File: src/bpcc_pkg.sv
// bpcc_pkg: shared types and constants of the beacon pulse center capture unit
// no dependencies; imported by the interfaces and every module of the block
package bpcc_pkg;

  localparam int unsigned BEACONS   = 3;
  localparam int unsigned BEACON_W  = 2;
  localparam int unsigned TIME_W    = 16;
  localparam int unsigned SLOT_W    = 3;
  localparam int unsigned FOUND_W   = 3;
  localparam int unsigned CFG_IDX_W = 2;

  // beacon codes
  localparam logic [BEACON_W-1:0] BEACON_FIRST = 2'd0;
  localparam logic [BEACON_W-1:0] BEACON_NONE  = 2'd3;

  // configuration register indexes
  localparam logic [CFG_IDX_W-1:0] REG_MIN_TURN = 2'd0;
  localparam logic [CFG_IDX_W-1:0] REG_MIN_GAP  = 2'd1;

  localparam logic [TIME_W-1:0] MIN_TURN_RST = 16'd40000;
  localparam logic [TIME_W-1:0] MIN_GAP_RST  = 16'd300;

  typedef enum logic [2:0] {
    ST_IDLE,
    ST_EVAL,
    ST_SCAN,
    ST_TAIL,
    ST_EMIT,
    ST_APPLY
  } bpcc_state_e;

  // controller to datapath
  typedef struct packed {
    logic in_ready;
    logic load;
    logic eval;
    logic scan_clear;
    logic scan_step;
    logic emit;
    logic apply;
  } bpcc_cmd_t;

  // datapath to controller
  typedef struct packed {
    logic in_valid;
    logic skip;
    logic closing;
    logic scan_last;
    logic out_free;
  } bpcc_status_t;

endpackage

File: src/bpcc_if.sv
// bpcc interfaces: edge request channel, result channel and configuration write channel
// depends on bpcc_pkg for field widths
interface bpcc_edge_if import bpcc_pkg::*; ();
  logic                valid;
  logic                ready;
  logic [BEACON_W-1:0] beacon;
  logic                edge_on;
  logic [TIME_W-1:0]   stamp;

  modport source (output valid, beacon, edge_on, stamp, input ready);
  modport sink   (input valid, beacon, edge_on, stamp, output ready);
endinterface

interface bpcc_result_if import bpcc_pkg::*; ();
  logic               valid;
  logic               ready;
  logic [SLOT_W-1:0]  slot;
  logic [TIME_W-1:0]  instant_a;
  logic [TIME_W-1:0]  instant_b;
  logic [TIME_W-1:0]  instant_c;
  logic [TIME_W-1:0]  cycle_length;
  logic [FOUND_W-1:0] found_mask;

  modport source (output valid, slot, instant_a, instant_b, instant_c, cycle_length,
                  found_mask, input ready);
  modport sink   (input valid, slot, instant_a, instant_b, instant_c, cycle_length,
                  found_mask, output ready);
endinterface

interface bpcc_cfg_if import bpcc_pkg::*; ();
  logic                 valid;
  logic                 ready;
  logic [CFG_IDX_W-1:0] index;
  logic [TIME_W-1:0]    data;

  modport source (output valid, index, data, input ready);
  modport sink   (input valid, index, data, output ready);
endinterface

File: src/bpcc_ctrl.sv
// bpcc_ctrl: sequencing state machine of the beacon pulse center capture unit
// depends on bpcc_pkg (state enum, command and status structs)
module bpcc_ctrl import bpcc_pkg::*; (
  input  logic         clk_i,
  input  logic         rst_ni,
  input  bpcc_status_t status_i,
  output bpcc_cmd_t    cmd_o
);

  bpcc_state_e state_q, state_d;

  always_ff @(posedge clk_i or negedge rst_ni) begin
    if (!rst_ni) begin
      state_q <= ST_IDLE;
    end else begin
      state_q <= state_d;
    end
  end

  always_comb begin
    state_d = state_q;
    cmd_o   = '0;
    unique case (state_q)
      ST_IDLE: begin
        cmd_o.in_ready = 1'b1;
        if (status_i.in_valid) begin
          cmd_o.load = 1'b1;
          state_d    = ST_EVAL;
        end
      end
      ST_EVAL: begin
        cmd_o.eval = 1'b1;
        if (status_i.skip) begin
          state_d = ST_IDLE;
        end else if (status_i.closing) begin
          cmd_o.scan_clear = 1'b1;
          state_d          = ST_SCAN;
        end else begin
          state_d = ST_APPLY;
        end
      end
      ST_SCAN: begin
        cmd_o.scan_step = 1'b1;
        if (status_i.scan_last) begin
          state_d = ST_TAIL;
        end
      end
      // last read result is folded into the best trackers here
      ST_TAIL: begin
        state_d = ST_EMIT;
      end
      ST_EMIT: begin
        if (status_i.out_free) begin
          cmd_o.emit = 1'b1;
          state_d    = ST_APPLY;
        end
      end
      ST_APPLY: begin
        cmd_o.apply = 1'b1;
        state_d     = ST_IDLE;
      end
      default: begin
        state_d = ST_IDLE;
      end
    endcase
  end

endmodule

File: src/bpcc_datapath.sv
// bpcc_datapath: config registers, detection store, best-detection scan and result register
// depends on bpcc_pkg and the bpcc interfaces; driven by bpcc_ctrl commands
module bpcc_datapath import bpcc_pkg::*; #(
  parameter int unsigned SLOTS_PER_BEACON = 4,
  parameter int unsigned HISTORY_DEPTH    = 8
) (
  input  logic          clk_i,
  input  logic          rst_ni,
  bpcc_cfg_if.sink      cfg_i,
  bpcc_edge_if.sink     edge_i,
  bpcc_result_if.source result_o,
  input  bpcc_cmd_t     cmd_i,
  output bpcc_status_t  status_o
);

  localparam int unsigned ENTRIES = BEACONS * SLOTS_PER_BEACON;
  localparam int unsigned AW      = $clog2(ENTRIES);
  localparam int unsigned CW      = (SLOTS_PER_BEACON > 1) ? $clog2(SLOTS_PER_BEACON) : 1;
  localparam int unsigned RW      = $clog2(HISTORY_DEPTH);

  localparam logic [AW-1:0] SLOTS_A  = AW'(SLOTS_PER_BEACON);
  localparam logic [CW-1:0] CUR_LAST = CW'(SLOTS_PER_BEACON - 1);
  localparam logic [RW-1:0] RING_LAST = RW'(HISTORY_DEPTH - 1);
  localparam logic [BEACON_W-1:0] BEACON_LAST = BEACON_W'(BEACONS - 1);

  // configuration
  logic [TIME_W-1:0] min_turn_q, min_gap_q;

  // latched request
  logic [BEACON_W-1:0] item_b_q;
  logic                item_on_q;
  logic [TIME_W-1:0]   item_stamp_q;
  logic [TIME_W-1:0]   rel_q, rel_d;

  // cycle state
  logic [TIME_W-1:0] origin_q;
  logic [RW-1:0]     ring_q, ring_next;
  logic [CW-1:0]     cur_q     [BEACONS];
  logic              ovf_q     [BEACONS];
  logic [TIME_W-1:0] cur_end_q [BEACONS];

  // detection store
  logic [TIME_W-1:0]  start_mem [ENTRIES];
  logic [TIME_W-1:0]  end_mem   [ENTRIES];
  logic [ENTRIES-1:0] start_ok_q, end_ok_q;

  // scan
  logic [BEACON_W-1:0] bcnt_q;
  logic [CW-1:0]       scnt_q;
  logic [AW-1:0]       scan_addr;
  logic                rd_vld_q, rd_ok_q;
  logic [BEACON_W-1:0] rd_b_q;
  logic [TIME_W-1:0]   rd_s_q, rd_e_q;
  logic [TIME_W-1:0]   rd_len;
  logic [TIME_W:0]     rd_sum;
  logic                rd_better;
  logic [TIME_W-1:0]   best_len_q [BEACONS];
  logic [TIME_W-1:0]   best_mid_q [BEACONS];
  logic                have_q     [BEACONS];

  // update of the store
  logic [CW-1:0]     cur_sel;
  logic [AW-1:0]     cur_addr, nxt_addr;
  logic [TIME_W-1:0] gap;
  logic              upd_active;
  logic              wr_start, wr_end, set_ovf, bump_cur;
  logic [AW-1:0]     wr_start_addr;

  // result register
  logic               out_valid_q;
  logic [SLOT_W-1:0]  out_slot_q;
  logic [TIME_W-1:0]  out_inst_q [BEACONS];
  logic [TIME_W-1:0]  out_len_q;
  logic [FOUND_W-1:0] out_found_q;

  assign cfg_i.ready  = 1'b1;
  assign edge_i.ready = cmd_i.in_ready;

  assign result_o.valid        = out_valid_q;
  assign result_o.slot         = out_slot_q;
  assign result_o.instant_a    = out_inst_q[0];
  assign result_o.instant_b    = out_inst_q[1];
  assign result_o.instant_c    = out_inst_q[2];
  assign result_o.cycle_length = out_len_q;
  assign result_o.found_mask   = out_found_q;

  assign rel_d = item_stamp_q - origin_q;

  assign status_o.in_valid  = edge_i.valid;
  assign status_o.skip      = (item_b_q == BEACON_NONE);
  assign status_o.closing   = item_on_q && (item_b_q == BEACON_FIRST) && (rel_d > min_turn_q);
  assign status_o.scan_last = (bcnt_q == BEACON_LAST) && (scnt_q == CUR_LAST);
  assign status_o.out_free  = !out_valid_q || result_o.ready;

  assign ring_next = (ring_q == RING_LAST) ? '0 : ring_q + 1'b1;

  // configuration writes, unknown indexes are dropped
  always_ff @(posedge clk_i or negedge rst_ni) begin
    if (!rst_ni) begin
      min_turn_q <= MIN_TURN_RST;
      min_gap_q  <= MIN_GAP_RST;
    end else if (cfg_i.valid) begin
      unique case (cfg_i.index)
        REG_MIN_TURN: min_turn_q <= cfg_i.data;
        REG_MIN_GAP:  min_gap_q  <= cfg_i.data;
        default: ;
      endcase
    end
  end

  always_ff @(posedge clk_i) begin
    if (cmd_i.load) begin
      item_b_q     <= edge_i.beacon;
      item_on_q    <= edge_i.edge_on;
      item_stamp_q <= edge_i.stamp;
    end
    if (cmd_i.eval) begin
      rel_q <= rel_d;
    end else if (cmd_i.emit) begin
      rel_q <= '0;
    end
  end

  // store update for the current request
  always_comb begin
    cur_sel       = cur_q[item_b_q];
    cur_addr      = AW'(item_b_q) * SLOTS_A + AW'(cur_sel);
    nxt_addr      = AW'(item_b_q) * SLOTS_A + AW'(cur_sel + 1'b1);
    gap           = rel_q - cur_end_q[item_b_q];
    upd_active    = cmd_i.apply && !ovf_q[item_b_q];
    wr_start      = 1'b0;
    wr_end        = 1'b0;
    set_ovf       = 1'b0;
    bump_cur      = 1'b0;
    wr_start_addr = cur_addr;
    if (upd_active) begin
      if (item_on_q) begin
        if (end_ok_q[cur_addr]) begin
          if (gap > min_gap_q) begin
            if (cur_sel == CUR_LAST) begin
              set_ovf = 1'b1;
            end else begin
              bump_cur      = 1'b1;
              wr_start      = 1'b1;
              wr_start_addr = nxt_addr;
            end
          end
        end else begin
          // repeated on edge overwrites the open start
          wr_start = 1'b1;
        end
      end else begin
        wr_end = 1'b1;
      end
    end
  end

  always_ff @(posedge clk_i or negedge rst_ni) begin
    if (!rst_ni) begin
      origin_q   <= '0;
      ring_q     <= '0;
      start_ok_q <= '0;
      end_ok_q   <= '0;
      for (int b = 0; b < BEACONS; b++) begin
        cur_q[b] <= '0;
        ovf_q[b] <= 1'b0;
      end
    end else if (cmd_i.emit) begin
      origin_q   <= item_stamp_q;
      ring_q     <= ring_next;
      start_ok_q <= '0;
      end_ok_q   <= '0;
      for (int b = 0; b < BEACONS; b++) begin
        cur_q[b] <= '0;
        ovf_q[b] <= 1'b0;
      end
    end else begin
      if (wr_start) begin
        start_ok_q[wr_start_addr] <= 1'b1;
      end
      if (wr_end) begin
        end_ok_q[cur_addr] <= 1'b1;
      end
      if (bump_cur) begin
        cur_q[item_b_q] <= cur_sel + 1'b1;
      end
      if (set_ovf) begin
        ovf_q[item_b_q] <= 1'b1;
      end
    end
  end

  always_ff @(posedge clk_i) begin
    if (wr_end) begin
      cur_end_q[item_b_q] <= rel_q;
    end
  end

  // store memories, one write and one registered read each
  assign scan_addr = AW'(bcnt_q) * SLOTS_A + AW'(scnt_q);

  always_ff @(posedge clk_i) begin
    if (wr_start) begin
      start_mem[wr_start_addr] <= rel_q;
    end
    if (wr_end) begin
      end_mem[cur_addr] <= rel_q;
    end
    if (cmd_i.scan_step) begin
      rd_s_q  <= start_mem[scan_addr];
      rd_e_q  <= end_mem[scan_addr];
      rd_ok_q <= start_ok_q[scan_addr] && end_ok_q[scan_addr];
      rd_b_q  <= bcnt_q;
    end
  end

  always_ff @(posedge clk_i or negedge rst_ni) begin
    if (!rst_ni) begin
      bcnt_q   <= '0;
      scnt_q   <= '0;
      rd_vld_q <= 1'b0;
    end else begin
      rd_vld_q <= cmd_i.scan_step;
      if (cmd_i.scan_clear) begin
        bcnt_q <= '0;
        scnt_q <= '0;
      end else if (cmd_i.scan_step) begin
        if (scnt_q == CUR_LAST) begin
          scnt_q <= '0;
          bcnt_q <= bcnt_q + 1'b1;
        end else begin
          scnt_q <= scnt_q + 1'b1;
        end
      end
    end
  end

  // strictly longer wins, so the lowest slot keeps a tie
  assign rd_len    = rd_e_q - rd_s_q;
  assign rd_sum    = {1'b0, rd_s_q} + {1'b0, rd_e_q};
  assign rd_better = rd_vld_q && rd_ok_q && (rd_len > best_len_q[rd_b_q]);

  always_ff @(posedge clk_i) begin
    if (cmd_i.scan_clear) begin
      for (int b = 0; b < BEACONS; b++) begin
        best_len_q[b] <= '0;
        best_mid_q[b] <= '0;
        have_q[b]     <= 1'b0;
      end
    end else if (rd_better) begin
      best_len_q[rd_b_q] <= rd_len;
      best_mid_q[rd_b_q] <= rd_sum[TIME_W:1];
      have_q[rd_b_q]     <= 1'b1;
    end
  end

  always_ff @(posedge clk_i or negedge rst_ni) begin
    if (!rst_ni) begin
      out_valid_q <= 1'b0;
    end else if (cmd_i.emit) begin
      out_valid_q <= 1'b1;
    end else if (result_o.ready) begin
      out_valid_q <= 1'b0;
    end
  end

  always_ff @(posedge clk_i) begin
    if (cmd_i.emit) begin
      out_slot_q  <= SLOT_W'(ring_next);
      out_len_q   <= rel_q;
      out_found_q <= {have_q[2], have_q[1], have_q[0]};
      for (int b = 0; b < BEACONS; b++) begin
        out_inst_q[b] <= have_q[b] ? best_mid_q[b] : '0;
      end
    end
  end

  a_emit_when_free : assert property (@(posedge clk_i) disable iff (!rst_ni)
    cmd_i.emit |-> (!out_valid_q || result_o.ready))
    else $error("result written while the previous one is still waiting");

  a_store_cleared : assert property (@(posedge clk_i) disable iff (!rst_ni)
    cmd_i.emit |=> (start_ok_q == '0) && (end_ok_q == '0))
    else $error("store not cleared at cycle close");

  a_read_follows_step : assert property (@(posedge clk_i) disable iff (!rst_ni)
    rd_vld_q |-> $past(cmd_i.scan_step))
    else $error("scan data valid without a read");

  a_cur_in_range : assert property (@(posedge clk_i) disable iff (!rst_ni)
    (cur_q[0] <= CUR_LAST) && (cur_q[1] <= CUR_LAST) && (cur_q[2] <= CUR_LAST))
    else $error("current slot past the last slot");

endmodule

File: src/beacon_pulse_center_capture_unit.sv
// beacon_pulse_center_capture_unit: top level, joins the controller and the datapath
// depends on bpcc_pkg, bpcc_if, bpcc_ctrl and bpcc_datapath
//
//   channel   | dir | contents
//   ----------+-----+------------------------------------------------------------
//   edge_i    | in  | beacon, edge_on, stamp
//   result_o  | out | slot, instant_a, instant_b, instant_c, cycle_length, found_mask
//   cfg_i     | in  | index (0 min_turn, 1 min_gap), data; always ready
//
// one request at a time: an edge that does not close the cycle is loaded, evaluated and applied;
// beacon 3 is dropped after evaluation; a closing edge also runs the scan, which reads
// one store entry per cycle through the memory read port, then the tail and emit states
// reset clears valid bits, slot counters, origin and ring index at once; no clearing pass
// a waiting result does not block further requests; only a closing edge stalls until it is taken
module beacon_pulse_center_capture_unit import bpcc_pkg::*; #(
  parameter int unsigned SLOTS_PER_BEACON = 4,
  parameter int unsigned HISTORY_DEPTH    = 8
) (
  input  logic          clk_i,
  input  logic          rst_ni,
  bpcc_cfg_if.sink      cfg_i,
  bpcc_edge_if.sink     edge_i,
  bpcc_result_if.source result_o
);

  bpcc_cmd_t    cmd;
  bpcc_status_t status;

  bpcc_ctrl u_ctrl (
    .clk_i    (clk_i),
    .rst_ni   (rst_ni),
    .status_i (status),
    .cmd_o    (cmd)
  );

  bpcc_datapath #(
    .SLOTS_PER_BEACON (SLOTS_PER_BEACON),
    .HISTORY_DEPTH    (HISTORY_DEPTH)
  ) u_datapath (
    .clk_i    (clk_i),
    .rst_ni   (rst_ni),
    .cfg_i    (cfg_i),
    .edge_i   (edge_i),
    .result_o (result_o),
    .cmd_i    (cmd),
    .status_o (status)
  );

endmodule
File: src/flat_wrapper.sv
// flat-port wrapper written by rule: the top's interface ports become plain ports
module beacon_pulse_center_capture_unit_flat import bpcc_pkg::*;
#(
  parameter int unsigned SLOTS_PER_BEACON = 4,
  parameter int unsigned HISTORY_DEPTH    = 8
)
  (clk_i, rst_ni, cfg_i_valid, cfg_i_index, cfg_i_data, cfg_i_ready, edge_i_valid, edge_i_beacon, edge_i_edge_on, edge_i_stamp, edge_i_ready, result_o_valid, result_o_slot, result_o_instant_a, result_o_instant_b, result_o_instant_c, result_o_cycle_length, result_o_found_mask, result_o_ready);
  bpcc_cfg_if cfg_i_i ();
  bpcc_edge_if edge_i_i ();
  bpcc_result_if result_o_i ();
  input  logic clk_i;
  input  logic rst_ni;
  input wire logic [$bits(cfg_i_i.valid)-1:0] cfg_i_valid;
  input wire logic [$bits(cfg_i_i.index)-1:0] cfg_i_index;
  input wire logic [$bits(cfg_i_i.data)-1:0] cfg_i_data;
  output wire logic [$bits(cfg_i_i.ready)-1:0] cfg_i_ready;
  input wire logic [$bits(edge_i_i.valid)-1:0] edge_i_valid;
  input wire logic [$bits(edge_i_i.beacon)-1:0] edge_i_beacon;
  input wire logic [$bits(edge_i_i.edge_on)-1:0] edge_i_edge_on;
  input wire logic [$bits(edge_i_i.stamp)-1:0] edge_i_stamp;
  output wire logic [$bits(edge_i_i.ready)-1:0] edge_i_ready;
  output wire logic [$bits(result_o_i.valid)-1:0] result_o_valid;
  output wire logic [$bits(result_o_i.slot)-1:0] result_o_slot;
  output wire logic [$bits(result_o_i.instant_a)-1:0] result_o_instant_a;
  output wire logic [$bits(result_o_i.instant_b)-1:0] result_o_instant_b;
  output wire logic [$bits(result_o_i.instant_c)-1:0] result_o_instant_c;
  output wire logic [$bits(result_o_i.cycle_length)-1:0] result_o_cycle_length;
  output wire logic [$bits(result_o_i.found_mask)-1:0] result_o_found_mask;
  input wire logic [$bits(result_o_i.ready)-1:0] result_o_ready;
  assign cfg_i_i.valid = cfg_i_valid;
  assign cfg_i_i.index = cfg_i_index;
  assign cfg_i_i.data = cfg_i_data;
  assign cfg_i_ready = cfg_i_i.ready;
  assign edge_i_i.valid = edge_i_valid;
  assign edge_i_i.beacon = edge_i_beacon;
  assign edge_i_i.edge_on = edge_i_edge_on;
  assign edge_i_i.stamp = edge_i_stamp;
  assign edge_i_ready = edge_i_i.ready;
  assign result_o_valid = result_o_i.valid;
  assign result_o_slot = result_o_i.slot;
  assign result_o_instant_a = result_o_i.instant_a;
  assign result_o_instant_b = result_o_i.instant_b;
  assign result_o_instant_c = result_o_i.instant_c;
  assign result_o_cycle_length = result_o_i.cycle_length;
  assign result_o_found_mask = result_o_i.found_mask;
  assign result_o_i.ready = result_o_ready;
  beacon_pulse_center_capture_unit #(.SLOTS_PER_BEACON(SLOTS_PER_BEACON), .HISTORY_DEPTH(HISTORY_DEPTH)) u_core (.clk_i(clk_i), .rst_ni(rst_ni), .cfg_i(cfg_i_i), .edge_i(edge_i_i), .result_o(result_o_i));
endmodule
File: config.mk
export PLATFORM = sky130hd
export DESIGN_NAME = beacon_pulse_center_capture_unit_flat
export DESIGN_NICKNAME = d
export VERILOG_FILES = /design/src/bpcc_pkg.sv /design/src/bpcc_if.sv /design/src/bpcc_ctrl.sv /design/src/bpcc_datapath.sv /design/src/beacon_pulse_center_capture_unit.sv /design/src/flat_wrapper.sv
export SDC_FILE = /design/constraint.sdc
export NUM_CORES = 1
export LEC_CHECK = 0
export ABC_CLOCK_PERIOD_IN_PS = 19000
export BUFFER_PORTS_ARGS = -buffer_cell sky130_fd_sc_hd__buf_2
export CAP_MARGIN = 25
export CORE_UTILIZATION = 30
export CTS_CLUSTER_SIZE = 8
export DETAILED_ROUTE_END_ITERATION = 7
export PLACE_DENSITY = 0.46
export SLEW_MARGIN = 20
export SYNTH_ARGS = -nofsm -noshare
export SYNTH_HDL_FRONTEND = slang
export SYNTH_SLANG_ARGS = --single-unit
File: constraint.sdc
create_clock -name clk_i -period 19 [get_ports clk_i]
set_input_delay 1.9 -clock clk_i [delete_from_list [all_inputs] [get_ports clk_i]]
set_output_delay 1.9 -clock clk_i [all_outputs]
set_load 0.02 [all_outputs]
==> results.md <==
- Once the clock tree was built, the resizer swapped 0 gates to a different size.
- The largest net degree at the start of global routing is 64.
- The clock passes through at most 3 buffers.
- The worst-path maximum fanout is 16.
- In the global route stage, overall resource usage came out at 0.145.
- In this run the post-CTS setup repair buffer count came out at 0.
- The most used flip-flop cell after synthesis is sky130_fd_sc_hd__edfxtp_1.
- The CTS tree is done.
- The later pin in the worst-skew pair is clocked with a latency of 0.67 ns.
- The final setup violation count is 0.
- The post-synthesis sequential element count is 784.
- The initial antenna violation count is 1.
- Setup repair after global routing left no endpoint under its margin.
- In this run the horizontal extent of the chip is 336 microns.
- Detailed routing inserted a total of 18576 vias.
- The share of layout cells above drive strength 1 is 0.186.
- The maximum vdd ir drop is slightly below 0.09 mV.
- Yosys attributes the largest share of cell area to sky130_fd_sc_hd__edfxtp_1 (61%), sky130_fd_sc_hd__mux4_2 (7.6%), sky130_fd_sc_hd__dfrtp_1 (6.3%).
- The sort of element at the start of the critical path is a register.
- In this run, the number of DRC markers left after iteration 0 of detailed routing was 1180.
- For the worst setup path, the data arrival time is 6.74 ns.
- The critical path's slowest cell is sky130_fd_sc_hd__dfxtp_1.
- The first-pass detailed-route iteration total is 5.
- The critical path goes through mux2i_1, o21ai_0, ha_1, inv_1, fa_1, a21o_1, a211oi_1, nor2_1, o31a_1, a41o_1, xor2_1, ha_1, nand3_1, nor4_1, a211oi_2, nor3_1, a21oi_1, nor2_1, buf_4.
- The leakage component of the power is between 10 and 15 nW.
- Relative to the synthesized area, the layout overhead comes to 17.8%.
- Data on the critical path is required at its endpoint by 19.34 ns.
- Summed over all layers, the global routing overflow is 0.
- In this run the standard cell core region covers 111000 sq um.
- In this run, CTS created clock tree buffers numbering approximately 110.
- The HPWL after detailed placement is approximately 52000 microns.
- The share of the Yosys chip area taken by registers is 0.686.
- The largest single stage delay on the critical path is 1.00 ns.
- The number of antenna diodes in the final layout is 0.
- The transition time at the pin with the least slew margin is 1.03 ns.
- The cell type with the highest aggregate area in the netlist is sky130_fd_sc_hd__edfxtp_1.
- The floorplan has 122 rows.
- The number of input and output port buffers inserted is 113.
- The async set-reset flop share out of synthesis is 0.119.
- The achievable clock frequency is 0.156 GHz.
- CTS placed an instance of sky130_fd_sc_hd__clkbuf_16 at the clock tree root.
- The final-report max-slew violation count is 0.
- The initial utilization of the core area, before any placement, comes to 0.303.
- The critical path endpoint category is a register.
- The weighted congestion at the end of routability-driven global placement is a little over 0.8.
- The count of different cell masters after synthesis is 73.
- For this design the ratio of total power to cell area is approximately 150 nW/um^2.
- The post-route setup TNS is 0 ns.
- The I/O pin total is 115.
- The mapped netlist covers between 30000 and 40000 sq um.
- The clock arrives with 0.0305 ns of skew.
- The count of max-cap constraint violations is 0.
- The count of nets after finishing is 2552.
- The DRC violation count after routing is 0.
- The via count of the first global-routing pass came to 19486.
- The die is 336 microns tall.
- The final critical-path required period is 6.41 ns.
- The type of the worst setup path is register to register.
- A synthesized cell averages approximately 15 sq um.
- The number of buffers and inverters on the critical path is 2.
- The total power is roughly 6 mW.
- The die area is around 110000 sq um.
- The number of hold-repair buffers added at the cts stage is 0.
- The routed length per placed instance is 20.6 microns.
- CTS saw approximately 800 sinks.
- The min-delay analysis places its worst path in the category register to register.
- The wire length after detailed routing is 81500 microns.
- The flow ran to the end, and the final reports show no timing, DRC or antenna violations.
- After detailed routing, the number of vias per cell comes to 4.68.
- The post-synth net total is 2346.
- In the synthesized netlist, the number of instances is 2182.
- The count of warnings emitted by yosys is 0.
- The count of flip-flops with a built-in enable after synthesis is 684.
- Yosys instantiated no cell more often than sky130_fd_sc_hd__edfxtp_1.
- Of the post-synthesis cell area, the dominant cell type holds 0.612.
- The worst slew margin relative to its limit is 0.311.
- Clock-pin slew was measured on the worst setup and hold paths at 0.06 ns.
- The H-tree depth is 3.
- The global-route wire length before repair is roughly 120000 microns.
- The detail route stage leaves a number of antenna-violating nets equal to 0.
- Of the available clock period, the critical path in the final layout requires 0.337.
- Ranked by instance count, the synthesized netlist is headed by sky130_fd_sc_hd__edfxtp_1 (684), sky130_fd_sc_hd__nor2_1 (186), sky130_fd_sc_hd__nand2_1 (138).
- In this design, the largest share of critical-path delay is due to compound AO/OA/AOI/OAI gates.
- The hold violation count in the final report is 0.
-- cells by family (layout without fill, tap and decap cells) --
logic type	Yosys count	after routing	synth area share
flip-flops	784	784	0.686
other	1	1	0.000112
XOR/XNOR	54	54	0.0141
adder cells (fa/ha/maj)	122	122	0.0464
buffers and inverters	201	496	0.0227
AND/OR/NAND/NOR	522	522	0.0728
multiplexers	199	199	0.102
AO/OA/AOI/OAI	299	299	0.0556
-- metrics by stage --
stage           util  instances  hold WS [ns]  worst slack (ns)  cell area, sq um
2_1_floorplan      -       2182         0.449             12.74             33600
3_3_place_gp   0.326       3759         0.473             12.28             36100
3_5_place_dp   0.327       3762         0.472             12.53             36200
4_1_cts        0.356       3962         0.484             12.50             39500
5_1_grt        0.357       3965         0.515             12.00             39500
6_report       0.357       3965         0.485             12.59             39500
-- registers in the layout, indices dropped and copies added, names as in the netlist, 48 cells and up, named ones only --
name                          cells
u_core.u_datapath.cur_end_q      48
u_core.u_datapath.best_mid_q     48
u_core.u_datapath.start_mem     192
u_core.u_datapath.best_len_q     64
u_core.u_datapath.out_inst_q     48
u_core.u_datapath.end_mem       192
-- per-layer routing --
metal	track usage	up-vias	part of all wire
met5	0	-	0
met3	0.0261	150	0.040
li1	-	8648	-
met4	0.0516	0	0.033
met2	0.249	421	0.50
met1	0.182	9357	0.43
-- tightest hold or removal path, delay by kind of cell (launching register included) --
family	cells	cell delay, ns
and+or+nand+nor	1	0.04
AOI/OAI and AO/OA	1	0.06
DFF	1	0.34
-- placed cells by master (no fill, tap or decap), drive strengths merged, types with 5 or more instances in the layout --
cell	count
edfxtp	684
clkbuf	194
nor2	186
buf	176
nand2	138
inv	121
ha	118
mux4	113
o21ai	110
dfrtp	84
and2	79
a21oi	61
mux2i	61
xnor2	40
mux2	25
o21a	21
nor3	20
nand3	17
nand2b	16
a211oi	16
a31oi	15
xor2	14
a21o	12
nand4	12
or3	12
nor2b	10
o211ai	9
dfstp	9
o21bai	8
nor4	8
dfxtp	7
nand3b	6
o31a	5
o31ai	5
-- final cells by class --
cell class	instances	area, sq um
clock inverters	6	159
well taps	1488	1860
multi-input cells	1197	9810
flip-flops and latches	784	23000
fillers	10660	71300
inverters	120	453
clock buffers	194	3130
repair buffers	176	1080
-- power breakdown --
group	switching, mW	internal [mW]
sequential	0.104	2.23
combinational	1.10	0.645
clock	0.725	1.13
-- final timing paths --
check / start / endpoint / slack [ns] / cells after the start
worst max-delay path: register / u_core.u_datapath.start_mem[11][9]$_DFFE_PP_ / 12.59 / 19
min in group asynchronous: rst_ni / u_core.u_datapath.min_gap_q[11]$_DFFE_PN0P_ / 1.21 / 1
worst min-delay path: u_core.u_datapath.start_ok_q[8]$_DFFE_PN0P_ / u_core.u_datapath.start_ok_q[8]$_DFFE_PN0P_ / 0.49 / 2
max in group asynchronous: rst_ni / u_core.u_datapath.start_ok_q[0]$_DFFE_PN0P_ / 16.65 / 2
worst min register to register: u_core.u_datapath.start_ok_q[8]$_DFFE_PN0P_ / u_core.u_datapath.start_ok_q[8]$_DFFE_PN0P_ / 0.49 / 2
worst max register to register: register / u_core.u_datapath.start_mem[11][9]$_DFFE_PP_ / 12.59 / 19
Note: power is estimated with default switching activity, not from simulation.
